`src/rtl/fusd_pkg.sv`:
```
// Shared types, character constants and helper functions for the
// form-urlencoded stream decoder. No dependencies.
`timescale 1ns / 1ps

package fusd_pkg;

  localparam logic [7:0] CharPlus  = 8'h2B;
  localparam logic [7:0] CharPct   = 8'h25;
  localparam logic [7:0] CharEq    = 8'h3D;
  localparam logic [7:0] CharAmp   = 8'h26;
  localparam logic [7:0] CharSpace = 8'h20;

  localparam logic [1:0] HeldNone  = 2'd0;
  localparam logic [1:0] HeldPct   = 2'd1;
  localparam logic [1:0] HeldDigit = 2'd2;

  localparam int unsigned MaxResults = 4;

  typedef struct packed {
    logic       ok;
    logic [3:0] val;
  } hex_t;

  typedef struct packed {
    logic [7:0] out_byte;
    logic       byte_valid;
    logic       segment_end;
    logic       segment_kind;
  } result_t;

  // All results caused by one input byte; cnt is 0..4
  typedef struct packed {
    result_t [MaxResults-1:0] res;
    logic [2:0]               cnt;
  } run_t;

  function automatic hex_t hex_value(logic [7:0] c);
    hex_t       h;
    logic [7:0] d;
    h = '0;
    d = 8'd0;
    if (c >= 8'h30 && c <= 8'h39) begin
      d = c - 8'h30;
      h.ok = 1'b1;
    end else if (c >= 8'h41 && c <= 8'h46) begin
      d = c - 8'd55;  // c - 'A' + 10
      h.ok = 1'b1;
    end else if (c >= 8'h61 && c <= 8'h66) begin
      d = c - 8'd87;  // c - 'a' + 10
      h.ok = 1'b1;
    end
    h.val = d[3:0];
    return h;
  endfunction

  function automatic run_t push(run_t r, logic [7:0] b, logic bv, logic e, logic k);
    run_t o;
    o = r;
    if (o.cnt < 3'(MaxResults)) begin
      o.res[o.cnt[1:0]].out_byte     = bv ? b : 8'd0;
      o.res[o.cnt[1:0]].byte_valid   = bv;
      o.res[o.cnt[1:0]].segment_end  = e;
      o.res[o.cnt[1:0]].segment_kind = e ? k : 1'b0;
      o.cnt = o.cnt + 3'd1;
    end
    return o;
  endfunction

  // Emit a pending escape literally
  function automatic run_t flush(run_t r, logic [1:0] hc, logic [7:0] hh);
    run_t o;
    o = r;
    if (hc == HeldPct) begin
      o = push(o, CharPct, 1'b1, 1'b0, 1'b0);
    end else if (hc == HeldDigit) begin
      o = push(o, CharPct, 1'b1, 1'b0, 1'b0);
      o = push(o, hh, 1'b1, 1'b0, 1'b0);
    end
    return o;
  endfunction

  // Non-separator byte with no escape pending ('%' only sets the hold)
  function automatic run_t plain(run_t r, logic [7:0] c);
    run_t o;
    o = r;
    if (c == CharPlus) begin
      o = push(o, CharSpace, 1'b1, 1'b0, 1'b0);
    end else if (c != CharPct) begin
      o = push(o, c, 1'b1, 1'b0, 1'b0);
    end
    return o;
  endfunction

endpackage

```
`src/rtl/fusd_decode.sv`:
```
// Escape/segment state and the single-pass decode of one byte into a run
// of up to four results. Depends on fusd_pkg.
`timescale 1ns / 1ps

module fusd_decode (
  input  logic            clk_i,
  input  logic            rst_ni,
  input  logic [7:0]      byte_i,
  input  logic            final_i,
  input  logic            step_i,
  output fusd_pkg::run_t  run_o
);

  logic [1:0] held_q, held_d;
  logic [7:0] hex_q, hex_d;
  logic       nonempty_q, nonempty_d;

  fusd_pkg::hex_t hv, hi;
  fusd_pkg::run_t run;

  assign hv = fusd_pkg::hex_value(byte_i);
  assign hi = fusd_pkg::hex_value(hex_q);

  always_comb begin
    run        = '0;
    held_d     = held_q;
    hex_d      = hex_q;
    nonempty_d = nonempty_q;
    if (byte_i == fusd_pkg::CharEq || byte_i == fusd_pkg::CharAmp) begin
      run    = fusd_pkg::flush(run, held_d, hex_d);
      held_d = fusd_pkg::HeldNone;
      hex_d  = 8'd0;
      run    = fusd_pkg::push(run, 8'd0, 1'b0, 1'b1, byte_i == fusd_pkg::CharAmp);
      nonempty_d = 1'b0;
    end else begin
      nonempty_d = 1'b1;
      if (held_q == fusd_pkg::HeldPct) begin
        if (hv.ok) begin
          held_d = fusd_pkg::HeldDigit;
          hex_d  = byte_i;
        end else begin
          run    = fusd_pkg::push(run, fusd_pkg::CharPct, 1'b1, 1'b0, 1'b0);
          run    = fusd_pkg::plain(run, byte_i);
          held_d = (byte_i == fusd_pkg::CharPct) ? fusd_pkg::HeldPct : fusd_pkg::HeldNone;
        end
      end else if (held_q == fusd_pkg::HeldDigit) begin
        if (hv.ok) begin
          run    = fusd_pkg::push(run, {(hi.ok ? hi.val : 4'd0), hv.val},
                                  1'b1, 1'b0, 1'b0);
          held_d = fusd_pkg::HeldNone;
          hex_d  = 8'd0;
        end else begin
          run    = fusd_pkg::flush(run, held_q, hex_q);
          hex_d  = 8'd0;
          run    = fusd_pkg::plain(run, byte_i);
          held_d = (byte_i == fusd_pkg::CharPct) ? fusd_pkg::HeldPct : fusd_pkg::HeldNone;
        end
      end else begin
        // held state three is treated as nothing pending
        run    = fusd_pkg::plain(run, byte_i);
        held_d = (byte_i == fusd_pkg::CharPct) ? fusd_pkg::HeldPct : fusd_pkg::HeldNone;
      end
    end
    if (final_i) begin
      run = fusd_pkg::flush(run, held_d, hex_d);
      if (nonempty_d) begin
        run = fusd_pkg::push(run, 8'd0, 1'b0, 1'b1, 1'b1);
      end
      held_d     = fusd_pkg::HeldNone;
      hex_d      = 8'd0;
      nonempty_d = 1'b0;
    end
  end

  assign run_o = run;

  always_ff @(posedge clk_i or negedge rst_ni) begin
    if (!rst_ni) begin
      held_q     <= fusd_pkg::HeldNone;
      hex_q      <= 8'd0;
      nonempty_q <= 1'b0;
    end else if (step_i) begin
      held_q     <= held_d;
      hex_q      <= hex_d;
      nonempty_q <= nonempty_d;
    end
  end

endmodule

```
`src/rtl/fusd_run_buf.sv`:
```
// Result register: holds one run of results and hands them out one
// transfer at a time, flagging the last of the run. Depends on fusd_pkg.
`timescale 1ns / 1ps

module fusd_run_buf (
  input  logic            clk_i,
  input  logic            rst_ni,
  input  logic            load_i,
  input  fusd_pkg::run_t  run_i,
  output logic            free_o,
  output logic            out_valid_o,
  input  logic            out_stall_i,
  output logic [7:0]      out_byte_o,
  output logic            byte_valid_o,
  output logic            segment_end_o,
  output logic            segment_kind_o,
  output logic            run_last_o
);

  fusd_pkg::result_t [fusd_pkg::MaxResults-1:0] res_q;
  logic [1:0] last_q, idx_q;
  logic       busy_q;
  logic       take, at_last;
  logic [2:0] last_full;

  assign take    = busy_q && !out_stall_i;
  assign at_last = idx_q == last_q;
  assign free_o  = !busy_q || (take && at_last);
  assign last_full = run_i.cnt - 3'd1;

  always_ff @(posedge clk_i or negedge rst_ni) begin
    if (!rst_ni) begin
      busy_q <= 1'b0;
      idx_q  <= 2'd0;
      last_q <= 2'd0;
    end else if (load_i && free_o) begin
      busy_q <= 1'b1;
      idx_q  <= 2'd0;
      last_q <= last_full[1:0];
    end else if (take) begin
      if (at_last) begin
        busy_q <= 1'b0;
      end else begin
        idx_q <= idx_q + 2'd1;
      end
    end
  end

  always_ff @(posedge clk_i) begin
    if (load_i && free_o) begin
      res_q <= run_i.res;
    end
  end

  assign out_valid_o    = busy_q;
  assign out_byte_o     = res_q[idx_q].out_byte;
  assign byte_valid_o   = res_q[idx_q].byte_valid;
  assign segment_end_o  = res_q[idx_q].segment_end;
  assign segment_kind_o = res_q[idx_q].segment_kind;
  assign run_last_o     = at_last;

endmodule

```
`src/rtl/form_urlencoded_stream_decoder_core.sv`:
```
// Form-urlencoded stream decoder, top level. Depends on fusd_pkg,
// fusd_decode and fusd_run_buf.
// A byte is held in the input register, its results in the result register.
// Throughput: 1 byte per cycle with an unstalled output while each byte
// yields at most one result; n results take n output transfers (n <= 4).
// Reset (async, active low) empties both registers and clears escape state.
`timescale 1ns / 1ps

module form_urlencoded_stream_decoder_core (
  input  logic       clk_i,
  input  logic       rst_ni,
  input  logic       in_valid_i,
  output logic       in_stall_o,
  input  logic [7:0] in_byte_i,
  input  logic       is_final_i,
  output logic       out_valid_o,
  input  logic       out_stall_i,
  output logic [7:0] out_byte_o,
  output logic       byte_valid_o,
  output logic       segment_end_o,
  output logic       segment_kind_o,
  output logic       run_last_o
);

  logic       in_vld_q;
  logic [7:0] in_byte_q;
  logic       in_fin_q;
  logic       advance, free, accept;
  fusd_pkg::run_t run;

  // a byte with no results may step past a busy result register
  assign advance    = in_vld_q && (run.cnt == 3'd0 || free);
  assign in_stall_o = in_vld_q && !advance;
  assign accept     = in_valid_i && !in_stall_o;

  always_ff @(posedge clk_i or negedge rst_ni) begin
    if (!rst_ni) begin
      in_vld_q <= 1'b0;
    end else if (accept) begin
      in_vld_q <= 1'b1;
    end else if (advance) begin
      in_vld_q <= 1'b0;
    end
  end

  always_ff @(posedge clk_i) begin
    if (accept) begin
      in_byte_q <= in_byte_i;
      in_fin_q  <= is_final_i;
    end
  end

  fusd_decode u_decode (
    .clk_i   (clk_i),
    .rst_ni  (rst_ni),
    .byte_i  (in_byte_q),
    .final_i (in_fin_q),
    .step_i  (advance),
    .run_o   (run)
  );

  fusd_run_buf u_run_buf (
    .clk_i          (clk_i),
    .rst_ni         (rst_ni),
    .load_i         (advance && run.cnt != 3'd0),
    .run_i          (run),
    .free_o         (free),
    .out_valid_o    (out_valid_o),
    .out_stall_i    (out_stall_i),
    .out_byte_o     (out_byte_o),
    .byte_valid_o   (byte_valid_o),
    .segment_end_o  (segment_end_o),
    .segment_kind_o (segment_kind_o),
    .run_last_o     (run_last_o)
  );

endmodule
```
`config.mk`:
```
export PLATFORM = sky130hd
export DESIGN_NAME = form_urlencoded_stream_decoder_core
export DESIGN_NICKNAME = d
export VERILOG_FILES = /design/src/rtl/fusd_pkg.sv /design/src/rtl/fusd_decode.sv /design/src/rtl/fusd_run_buf.sv /design/src/rtl/form_urlencoded_stream_decoder_core.sv
export SDC_FILE = /design/constraint.sdc
export NUM_CORES = 1
export LEC_CHECK = 0
export BUFFER_PORTS_ARGS = -buffer_cell sky130_fd_sc_hd__buf_2
export CORE_ASPECT_RATIO = 1.2
export CORE_MARGIN = 4
export CORE_UTILIZATION = 55
export DETAILED_ROUTE_END_ITERATION = 16
export GPL_TIMING_DRIVEN = 1
export PLACE_DENSITY_LB_ADDON = 0.1
export SLEW_MARGIN = 10
export SYNTH_ARGS = -nofsm -noshare
export SYNTH_HDL_FRONTEND = slang
export SYNTH_SLANG_ARGS = --single-unit
```
`constraint.sdc`:
```
create_clock -name clk_i -period 8.7 [get_ports clk_i]
set_input_delay 0.87 -clock clk_i [delete_from_list [all_inputs] [get_ports clk_i]]
set_output_delay 0.87 -clock clk_i [all_outputs]
set_load 0.05 [all_outputs]
```
## Yosys cells after proc, flatten, opt, wreduce, memory -nomap -nowiden

Cells that the tools add are included.

| storage, ports and cells | value |
|---|---|
| word-level logic and storage cells | 307 |
| input bits | 13 |
| register bits | 69 |

| cells by class | value |
|---|---|
| equality and inequality tests | 11 |
| muxes and demuxes | 184 |
| $lt $le $gt $ge | 37 |
| add/subtract/negate cells | 16 |
| reduce and logical (&&, ||, !) cells | 35 |

Operators with widths:

| cell | number |
|---|---|
| $bwmux 44 | 40 |
| $mux 47 | 35 |
| $demux 11 s2 | 32 |
| $mux 14 | 10 |
| $mux 11 | 9 |
| $mux 8 | 5 |
| $mux 2 | 17 |
| $eq 8x6->1 const B | 4 |
| $ge 8x7->1 const B | 4 |
| $le 8x7->1 const B | 4 |
| $mux 4 | 7 |
| $lt 2x3->1 const B | 9 |
| $add 3x1->3 const B | 8 |
| $lt 3x3->1 const B | 8 |
| $mux 3 | 8 |
| $bmux 11 s2 | 1 |
| $logic_and 1x1->1 | 21 |
| $mux 1 | 20 |
| $ge 2x1->1 const B | 8 |
| $ge 8x6->1 const B | 2 |
| $le 8x6->1 const B | 2 |
| $sub 4x3->4 const B | 4 |
| $ne 8x6->1 const B | 1 |
| $sub 4x1->4 const B | 2 |
| 12 further kinds | 22 |

## Depth between registers and ports, before layout

Gate-level depths: netlist of the first run.

| depth | value |
|---|---|
| depth in word-level cells | 80 |
| mapped depth | 28 |
| gate-level depth less buffers | 25 |

## Hierarchy

A second synthesis of the first run with hierarchy kept.

| unflattened totals | value |
|---|---|
| cells, all modules | 432 |
| area total of the unflattened synthesis | 4663.2 sq um |

By module, submodules not included:

| module | cells each | area each (sq um) | instances | sequential area each (sq um) |
|---|---|---|---|---|
| fusd_decode | 321 | 2377.3 | 1 | 250.2 |
| fusd_run_buf | 93 | 1934.4 | 1 | 1446.4 |
| form_urlencoded_stream_decoder_core | 18 | 351.6 | 1 | 295.3 |

## Worst setup path before layout of the first run

No wires, ideal clock.

| timing | value |
|---|---|
| kind | register -> register |
| start point | reg in_byte_q[0] |
| end point | reg u_run_buf.res_q[0] (netlist name), enable pin |
| cell stages (with the launch flop) | 27 |
| clock period less this slack | 6.034 ns |
| path buffers | 1 |
| setup slack | 2.666 ns |
| arrival | 5.635 ns |
| cells stage by stage | edfxtp_1 -> inv_1 -> ha_1 -> or3b_1 -> a21o_1 -> clkbuf_1 -> and2_1 -> o21ai_0 -> nand2_1 -> ha_1 -> inv_1 -> mux2i_1 -> ha_1 -> nor2_1 -> a21oi_1 -> mux2i_1 -> o22ai_1 -> a31oi_1 -> ha_1 -> nor2_1 -> a32oi_1 -> o31ai_1 -> ha_1 -> nor3b_1 -> a41oi_2 -> nand3_1 -> inv_1 |

| on the way | value |
|---|---|
| longest elaborated chain between the ends | 28 |
| elaborated cells between the ends (all ways) | 60 |
| those cells by class | add/sub: 3; order compare: 9; eq/ne: 7; mux: 31; reduce/logical: 10 |

RTL lines:

| element | RTL line | RTL |
|---|---|---|
| start, declared | form_urlencoded_stream_decoder_core.sv:26 | `logic [7:0] in_byte_q;` |
| start signal, assigned | form_urlencoded_stream_decoder_core.sv:48 | `in_byte_q <= in_byte_i;` |
| $ge 8x7->1 or $le 8x7->1 (tied branches) | fusd_pkg.sv:48 | `end else if (c >= 8'h61 && c <= 8'h66) begin` |
| $logic_and 1x1->1 | fusd_pkg.sv:48 |  |
| $mux 1 | fusd_pkg.sv:48 |  |
| $mux 1 | fusd_pkg.sv:45 | `end else if (c >= 8'h41 && c <= 8'h46) begin` |
| $mux 1 | fusd_pkg.sv:42 | `if (c >= 8'h30 && c <= 8'h39) begin` |
| $mux 47 | fusd_decode.sv:47 | `if (hv.ok) begin` |
| $mux 47 | fusd_decode.sv:46 | `end else if (held_q == fusd_pkg::HeldDigit) begin` |
| $mux 47 | fusd_decode.sv:37 | `if (held_q == fusd_pkg::HeldPct) begin` |
| [... 12 more ...] | - |  |
| $mux 47 | fusd_pkg.sv:59 | `if (o.cnt < 3'(MaxResults)) begin` |
| $mux 47 | fusd_decode.sv:66 | `if (nonempty_d) begin` |
| $mux 47 * | fusd_decode.sv:64 | `if (final_i) begin` |
| $logic_not 3->1 | form_urlencoded_stream_decoder_core.sv:32 | `assign advance = in_vld_q && (run.cnt == 3'd0 \|\| free);` |
| $logic_or 1x1->1 | form_urlencoded_stream_decoder_core.sv:32 |  |
| $logic_and 1x1->1 | form_urlencoded_stream_decoder_core.sv:32 |  |
| $logic_and 1x1->1 * | form_urlencoded_stream_decoder_core.sv:65 | `.load_i (advance && run.cnt != 3'd0),` |
| $logic_and 1x1->1 * | fusd_run_buf.sv:50 | `if (load_i && free_o) begin` |
| end signal, assigned | fusd_run_buf.sv:51 | `res_q <= run_i.res;` |
| end, declared | fusd_run_buf.sv:20 | `fusd_pkg::result_t [fusd_pkg::MaxResults-1:0] res_q;` |

Mark *: on every way between the ends. The rest lies on a longest branch, timed or not. The select of a mux whose other input is x is not followed.
A chain may end at the register's enable or synchronous reset.

## Worst setup path after layout of the first run

| timing | value |
|---|---|
| start point | reg in_byte_q[0] |
| end point | out in_stall_o |

| on the way | value |
|---|---|
| longest elaborated chain between the ends | 28 |
| elaborated cells between the ends (all ways) | 59 |
| those cells by class | add/sub: 3; order compare: 9; eq/ne: 7; mux: 31; reduce/logical: 9 |

RTL lines:

| element | RTL line | RTL |
|---|---|---|
| $ge 8x7->1 or $le 8x7->1 (tied branches) | fusd_pkg.sv:48 |  |
| $logic_and 1x1->1 | fusd_pkg.sv:48 |  |
| $mux 1 | fusd_pkg.sv:48 |  |
| $mux 1 | fusd_pkg.sv:45 |  |
| $mux 1 | fusd_pkg.sv:42 |  |
| $mux 47 | fusd_decode.sv:47 |  |
| $mux 47 | fusd_decode.sv:46 |  |
| $mux 47 | fusd_decode.sv:37 |  |
| [... 12 more ...] | - |  |
| $mux 47 | fusd_pkg.sv:59 |  |
| $mux 47 | fusd_decode.sv:66 |  |
| $mux 47 * | fusd_decode.sv:64 |  |
| $logic_not 3->1 * | form_urlencoded_stream_decoder_core.sv:32 |  |
| $logic_or 1x1->1 * | form_urlencoded_stream_decoder_core.sv:32 |  |
| $logic_and 1x1->1 * | form_urlencoded_stream_decoder_core.sv:32 |  |
| $logic_not 1->1 * | form_urlencoded_stream_decoder_core.sv:33 | `assign in_stall_o = in_vld_q && !advance;` |
| $logic_and 1x1->1 * | form_urlencoded_stream_decoder_core.sv:33 |  |
| end, declared | form_urlencoded_stream_decoder_core.sv:13 | `output logic in_stall_o,` |

Marked as above.

==> results of run 1 <==
report_power, final:
group	internal, mW	switching [mW]
clock network	0.103	0.122
logic	0.230	0.482
registers	0.498	0.110
sequential cells by signal, summed over array words and instances, names as in the netlist:
signal,cells
u_run_buf.res_q,44
in_byte_q,8
u_decode.hex_q,8
u_decode.held_q,2
u_run_buf.idx_q,2
u_run_buf.last_q,2
in_fin_q,1
in_vld_q,1
u_run_buf.out_valid_o,1
cell type report:
class | count | area share
inverter | 29 | 0.02119
tap | 117 | 0.02850
sequential | 69 | 0.3878
multi-input combinational | 360 | 0.4972
clock buffer | 10 | 0.02485
timing repair buffer | 31 | 0.03264
clock inverter | 6 | 0.007795
cells by family after synthesis:
| group | after synthesis | synth area share |
|---|---|---|
| other | 1 | 0.0007821 |
| buffers and inverters | 63 | 0.05193 |
| DFF | 69 | 0.4154 |
| AOI/OAI and AO/OA | 137 | 0.2020 |
| xor gates and xnor gates | 6 | 0.01096 |
| and+or+nand+nor | 165 | 0.1686 |
| muxes | 26 | 0.08507 |
| adders and majority gates | 25 | 0.06524 |
cell usage in the layout, fill, tap and decap left out, drive strengths merged, types with 3 or more instances in the layout:
master	instances
ha	25
a21boi	4
edfxtp	53
and3	7
nand2b	4
a21o	11
a41oi	3
o21ai	19
a22oi	3
or3b	4
nor4	3
o2111ai	4
dfrtp	16
xnor2	5
buf	31
clkinvlp	3
nor2	48
inv	29
and2	4
a21oi	26
clkinv	3
clkbuf	10
mux2	8
mux2i	7
a31oi	13
o22ai	10
o221ai	3
nor2b	4
mux4	11
a32oi	6
o31ai	3
nor3	8
nand2	38
a211oi	10
nand3	31
worst paths after layout:
check | start | endpoint | cells past startpoint
max | in_byte_q[0] | in_stall_o | 23
min | rst_ni | u_run_buf.idx_q[1] | 1
min in group clk_i | u_run_buf.last_q[1] | u_run_buf.last_q[1] | 2
max in group asynchronous | rst_ni | u_decode.hex_q[2] | 1
max reg2reg | in_byte_q[0] | u_run_buf.res_q[0] | 23
min reg2reg | u_run_buf.last_q[1] | u_run_buf.last_q[1] | 2
per-stage QoR:
step	instances	worst slack, ns	utilization	cell area, sq um
final	622	1.438	0.6030	5136
after global routing	622	0.9854	0.6030	5136
after CTS	622	1.517	0.6030	5136
after detailed placement	606	1.861	0.5833	4969
after global placement	606	2.073	0.5833	4969
after floorplan	492	2.666	-	4795
worst max-delay path, stage by stage, from the launching register on:
cell and delay, ns:
edfxtp_1 0.46, inv_1 0.22, ha_1 0.25, or3b_1 0.45, a21o_1 0.49, and2_1 0.27, o21ai_0 0.27, nand2_1 0.17
ha_1 0.32, inv_1 0.04, mux2i_1 0.28, ha_1 0.28, inv_1 0.08, a31oi_1 0.25, o221ai_2 0.23, a21boi_0 0.30
a32oi_1 0.28, o31ai_1 0.12, ha_1 0.26, nor3b_1 0.15, a41oi_2 0.34, nand3_1 0.18, inv_1 0.08, buf_2 0.25
layer usage:
metal | up-vias | GRT usage | part of all wire
met3 | 68 | 0.05363 | 0.074
met2 | 227 | 0.4492 | 0.46
met1 | 1959 | 0.3638 | 0.40
met4 | 0 | 0.1707 | 0.063
met5 | - | 0 | 0
li1 | 1868 | - | -
synthesized netlist by cell type, types with 8 or more instances:
cell | number | area [sq um]
edfxtp_1 | 53 | 1592
nor2_1 | 48 | 180.2
nand2_1 | 38 | 142.6
nand3_1 | 31 | 155.2
inv_1 | 28 | 105.1
a21oi_1 | 25 | 125.1
ha_1 | 25 | 312.8
clkbuf_1 | 22 | 82.58
o21ai_0 | 18 | 90.09
dfrtp_1 | 16 | 400.4
a31oi_1 | 13 | 81.33
a21o_1 | 11 | 82.58
mux4_2 | 11 | 247.7
o22ai_1 | 10 | 62.56
a211oi_1 | 8 | 60.06
mux2_2 | 8 | 90.09
nor3_1 | 8 | 40.04
==> summary.txt, run 1 <==
Clock tree
  – Skew-Pair Late Insertion Delay: 0.35 ns
  – Clock sinks: a little under 70
  – H-Tree Depth: 3
  – Clock buffer depth: 2
  – Postcts setup bufs: 0
  – # resized after CTS: 0
  – CTS clock-pin slew for the worst setup and hold paths: 0.08 ns
  – Hold Buf Count CTS: 0
  – Num CTS Buffers: 9
  – CTS tree: done
  – Root Driver: clkbuf_8

Placed design
  – # port buffers: 26
  – Final HPWL DP: 10.53 mm
  – Gpl congestion: 1.005

Route
  – Router iterations before antenna repair: 5
  – Total Wirelength: 13.95 mm
  – DR WL/cell: 22.43 um
  – First-iteration detailed-routing DRC count: 482
  – Drt drc: 0
  – Via/cell ratio: 6.627
  – Post-route ant nets: 0
  – Vias: ~4100

Timing
  – Hold Fails Final Rpt: 0
  – Pins over their slew limit: 0
  – RSZ-0062 raised after global routing: no
  – Post-layout min period: slightly above 7 ns
  – Setup tns final: 0 ns
  – Clock skew: between 0.01 and 0.015 ns
  – Max Freq: between 100 and 150 MHz
  – Final period utilization: 0.8347
  – Hold WS: 0.4297 ns
  – Count of final setup violators: 0
  – Measured slew at the worst slew-check pin: 1.121 ns
  – Slew margin rel.: 0.2508

Critical path
  – Internal reg-to-reg setup slack: 1.77 ns
  – Critical Path RT: approximately 7.8 ns
  – Critical path type: register to output pin
  – Worst Setup End Kind: output pin
  – Startpoint types: register
  – Worst EP arrival: 6.39 ns
  – Max FO, Critical Path: 27

Synth
  – #FFs+latches synth: just under 70
  – Fraction of registers with async set/reset: 0.2319
  – Avg Synthesized Cell Area: 9.745 sq um
  – Post-synth EDFFs: 53
  – Mapped Nets: 530
  – Count of cell types in the netlist: 68
  – Yosys Warn Count: 0
  – Synth Cell Area: 4795 sq um
  – Sequential element share of the synthesized area: 0.4154
  – Most used DFF post-synth: edfxtp_1
  – Post-Synthesis Cells: roughly 490

Floorplan
  – Die area: around 10000 sq um
  – IO Pins: 27
  – CORE AREA: 8518 sq um
  – FP Rows: 37
  – Initial core utilization: 0.5629
  – Die X: 93.23 um
  – Die height: approximately 110 um

Final layout
  – Filler cell count: 775
  – Nets: ~540
  – Register area: 1992 sq um
  – Diode count: 0
  – Area added between synthesis and finish: 7.124%
  – Multi-input gate area: 2554 sq um
  – Share of post-route cells with drive strength above 1: 0.1426

Run status
  – Status: finished clean

Pwr
  – Maximum VDD drop: 0.1381 mV
  – Leak pwr: between 1.5 and 2 nW
  – Design Power: 1.545 mW
  – PD cells: 300.9 nW/um^2

Global routing
  – Pin count of the biggest net entering global routing: 33
  – Initial antenna violation count: 0
  – Overflow after GRT: 0
  – Gr usage total: 0.2844
  – Vias in the first global route: 3858
  – Global-route wire length before repair: around 22 mm

Hold path
  – Hold/Removal Path Class: input port to async pin

Run
  – Max Cap Viol: 0
Power figures use the tool's default switching activity.
==> run 2: changes to the inputs <==
Settings changed: ABC_AREA set to 1.
Clock period 8.7 ns to 6.05 ns, I/O delays scaled along.
==> summary.txt, run 2 <==
Synth
  – Count of cell types in the netlist: 39 (was 68)
  – Most used DFF post-synth: edfxtp_1 (unchanged)
  – Avg Synthesized Cell Area: 7.905 sq um (was 9.745 sq um)
  – Sequential element share of the synthesized area: 0.4090 (was 0.4154)
  – #FFs+latches synth: 69 (unchanged)
  – Synth Cell Area: 4870 sq um (was 4795 sq um)
  – Mapped Nets: 654 (was 530)
  – Synth top area cells: edfxtp_1 33%, nand2_1 11%, dfrtp_1 8.2%, ha_1 6.4%, nor2_1 5.1% (was edfxtp_1 33%, dfrtp_1 8.4%, ha_1 6.5%, mux4_2 5.2%, nor2_1 3.8%)
  – Fraction of registers with async set/reset: 0.2319 (unchanged)
  – Top cells by count, synth: 143 x nand2_1, 66 x nor2_1, 60 x inv_1 (was 53 x edfxtp_1, 48 x nor2_1, 38 x nand2_1)
  – Post-synth top area share: 0.3268 (was 0.3319)
  – Yosys Warn Count: 0 (unchanged)
  – Post-Synthesis Cells: 616 (was 492)
  – Yosys top cell by area: edfxtp_1 (unchanged)
  – Most common cell in the netlist: nand2_1 (was edfxtp_1)
  – Post-synth EDFFs: 53 (unchanged)

Critical path
  – Internal reg-to-reg setup slack: 0.72 ns (was 1.77 ns)
  – Startpoint types: register (unchanged)
  – Critical-path top delay cell: edfxtp_1 (was a21o_1)
  – Worst EP arrival: 5.04 ns (was 6.39 ns)
  – Max FO, Critical Path: 11 (was 27)
  – Worst Setup End Kind: output pin (unchanged)
  – Critical path type: register to output pin (unchanged)
  – Critical Path Max Stage Delay: 0.47 ns (was 0.49 ns)
  – Critical Path RT: 5.44 ns (was 7.83 ns)

Route
  – Via/cell ratio: 5.788 (was 6.627)
  – DR WL/cell: 18.42 um (was 22.43 um)
  – Post-route ant nets: 0 (unchanged)
  – Vias: 4399 (was 4122)
  – Drt drc: 0 (unchanged)
  – First-iteration detailed-routing DRC count: 430 (was 482)
  – Router iterations before antenna repair: 5 (unchanged)
  – Total Wirelength: 14.00 mm (was 13.95 mm)

Timing
  – Count of final setup violators: 0 (unchanged)
  – Final period utilization: 0.9326
  – Post-layout min period: 5.642 ns
  – Hold Fails Final Rpt: 0 (unchanged)
  – Max Freq: roughly 180 MHz
  – Measured slew at the worst slew-check pin: 0.8251 ns (was 1.121 ns)
  – RSZ-0062 raised after global routing: no (unchanged)
  – Pins over their slew limit: 0 (unchanged)
  – Setup tns final: 0 ns (unchanged)
  – Slew margin rel.: 0.4479 (was 0.2508)
  – Clock skew: 0.01565 ns (was 0.01301 ns)

Global routing
  – Pin count of the biggest net entering global routing: 28 (was 33)
  – Initial antenna violation count: 0 (unchanged)
  – Overflow after GRT: 0 (unchanged)
  – Global-route wire length before repair: 22.22 mm (was 21.68 mm)
  – Vias in the first global route: 4163 (was 3858)
  – Gr usage total: 0.2785 (was 0.2844)

Floorplan
  – CORE AREA: 8611 sq um (was 8518 sq um)
  – Initial core utilization: 0.5655 (was 0.5629)
  – FP Rows: 37 (unchanged)
  – Die height: 111.1 um (was 110.3 um)
  – IO Pins: 27 (unchanged)
  – Die area: 10430 sq um (was 10280 sq um)
  – Die X: 93.90 um (was 93.23 um)

Clock tree
  – Hold Buf Count CTS: 0 (unchanged)
  – CTS tree: done (unchanged)
  – CTS clock-pin slew for the worst setup and hold paths: 0.09 ns (was 0.08 ns)
  – H-Tree Depth: 3 (unchanged)
  – Num CTS Buffers: 9 (unchanged)
  – Root Driver: clkbuf_8 (unchanged)
  – Clock buffer depth: 2 (unchanged)
  – Clock sinks: 69 (unchanged)
  – Skew-Pair Late Insertion Delay: 0.36 ns (was 0.35 ns)

Final layout
  – Number of flip-flops in the largest register: 44 (unchanged)
  – Commonest non-fill, non-tap cells in the layout: 143 x nand2_1, 66 x nor2_1, 59 x inv_1, 53 x edfxtp_1, 49 x o21ai_0 (was 53 x edfxtp_1, 48 x nor2_1, 38 x nand2_1, 31 x nand3_1, 28 x inv_1)
  – Area added between synthesis and finish: 8.762% (was 7.124%)
  – Biggest regs: u_run_buf.res_q: 44 flops, in_byte_q: 8 flops, u_decode.hex_q: 8 flops (unchanged)
  – Most common cell after layout, fill and taps aside: nand2_1 (was edfxtp_1)
  – Nets: 676 (was 538)
  – Non-Filler Instances: 760 (was 622)
  – Largest Register: u_run_buf.res_q (unchanged)
  – Share of post-route cells with drive strength above 1: 0.1680 (was 0.1426)
  – Post-Route Utilization: 0.6151 (was 0.6030)
  – Diode count: 0 (unchanged)

Pwr
  – Maximum VDD drop: 0.1752 mV (was 0.1381 mV)
  – Share of power burned in registers: 0.386 (was 0.394)
  – PD cells: 367.9 nW/um^2 (was 300.9 nW/um^2)
  – Leak pwr: 2.264 nW (was 1.943 nW)
  – Clock share of power: 0.218 (was 0.146)
  – Design Power: 1.948 mW (was 1.545 mW)
  – Net Switching: 0.8787 mW (was 0.7144 mW)
  – Comb pwr share: 0.395 (was 0.461)
  – Internal power: 1.070 mW (was 0.8309 mW)
  – Switching share of power: 0.4510 (was 0.4623)

Run status
  – Status: finished clean (unchanged)

Hold path
  – Hold/Removal Path Class: input port to async pin (unchanged)

Placed design
  – Final HPWL DP: 10.87 mm (was 10.53 mm)
  – Cell count after placement: 742 (was 606)
  – # port buffers: 26 (unchanged)
  – Gpl congestion: 1.030 (was 1.005)

Run
  – Max Cap Viol: 0 (unchanged)
-- run 2: repair_timing --
| item | in CTS | in global routing |
|---|---|---|
| setup endpoints to repair | 0 | 1 |
| buffers inserted | 0 | 2 |
| resized for setup | 0 | 2 |
-- run 2: cell families (layout without fill, tap and decap cells) --
group / Yosys count / in the layout / synth area share
fa+ha+maj: 25 / 25 / 0.06423
xor+xnor: 5 / 5 / 0.008992
compound gates: 134 / 134 / 0.1619
simple gates: 290 / 290 / 0.2749
flops: 69 / 69 / 0.4090
buf+inv: 92 / 119 / 0.08016
other cells: 1 / 1 / 0.0007701
-- run 2: routing by layer --
layer,vias up,part of all wire,global-route usage
met5,-,0,0
met4,0,0.059,0.1503
met3,68,0.065,0.04073
met2,222,0.46,0.4410
met1,1997,0.41,0.3636
li1,2112,-,-
-- run 2: per-stage QoR --
stage | area, sq um | setup WS, ns | hold WS (ns)
floorplan | 4870 | 1.433 | 0.3094
global placement | 5052 | 0.8214 | 0.4935
detailed placement | 5052 | 0.7519 | 0.5045
CTS | 5279 | 0.3982 | 0.1467
global route | 5296 | 0.03888 | 0.1655
finish | 5296 | 0.4078 | 0.1448
-- run 2: final timing paths --
kind | startpoint | end | cells past startpoint
max in group asynchronous | rst_ni | u_run_buf.idx_q[1] | 1
min in group clk_i | in_byte_i[3] | in_byte_q[3] | 1
worst min-delay path | rst_ni | u_decode.held_q[1] | 1
worst min register to register | u_run_buf.last_q[0] | u_run_buf.last_q[0] | 2
worst max-delay path | in_byte_q[0] | in_stall_o | 32
worst max register to register | in_byte_q[0] | u_run_buf.res_q[30] | 32
-- run 2: worst max-delay path, delay by kind of cell (launching register included) --
family | cells | cell delay [ns]
buffers and inverters | 8 | 0.85
and+or+nand+nor | 15 | 1.74
AOI/OAI and AO/OA | 4 | 0.31
DFF | 1 | 0.47
adders and majority gates | 5 | 1.29
-- run 2: power by group through the flow --
stage	clock [mW]	combinational [mW]	sequential [mW]
3_5_place_dp	0	0.768	0.762
6_report	0.425	0.770	0.753
5_1_grt	0.454	0.836	0.767
2_1_floorplan	0	0.631	0.724
4_1_cts	0.428	0.770	0.753
3_3_place_gp	0	0.761	0.758
-- run 2: final cells by class --
type | count | area, sq um
Fill cell | 803 | 3314
Multi-Input combinational cell | 455 | 2487
Sequential cell | 69 | 1992
Inverter | 71 | 266.5
Timing Repair Buffer | 32 | 177.7
Clock buffer | 11 | 162.7
Tap cell | 117 | 146.4
Clock inverter | 5 | 63.81
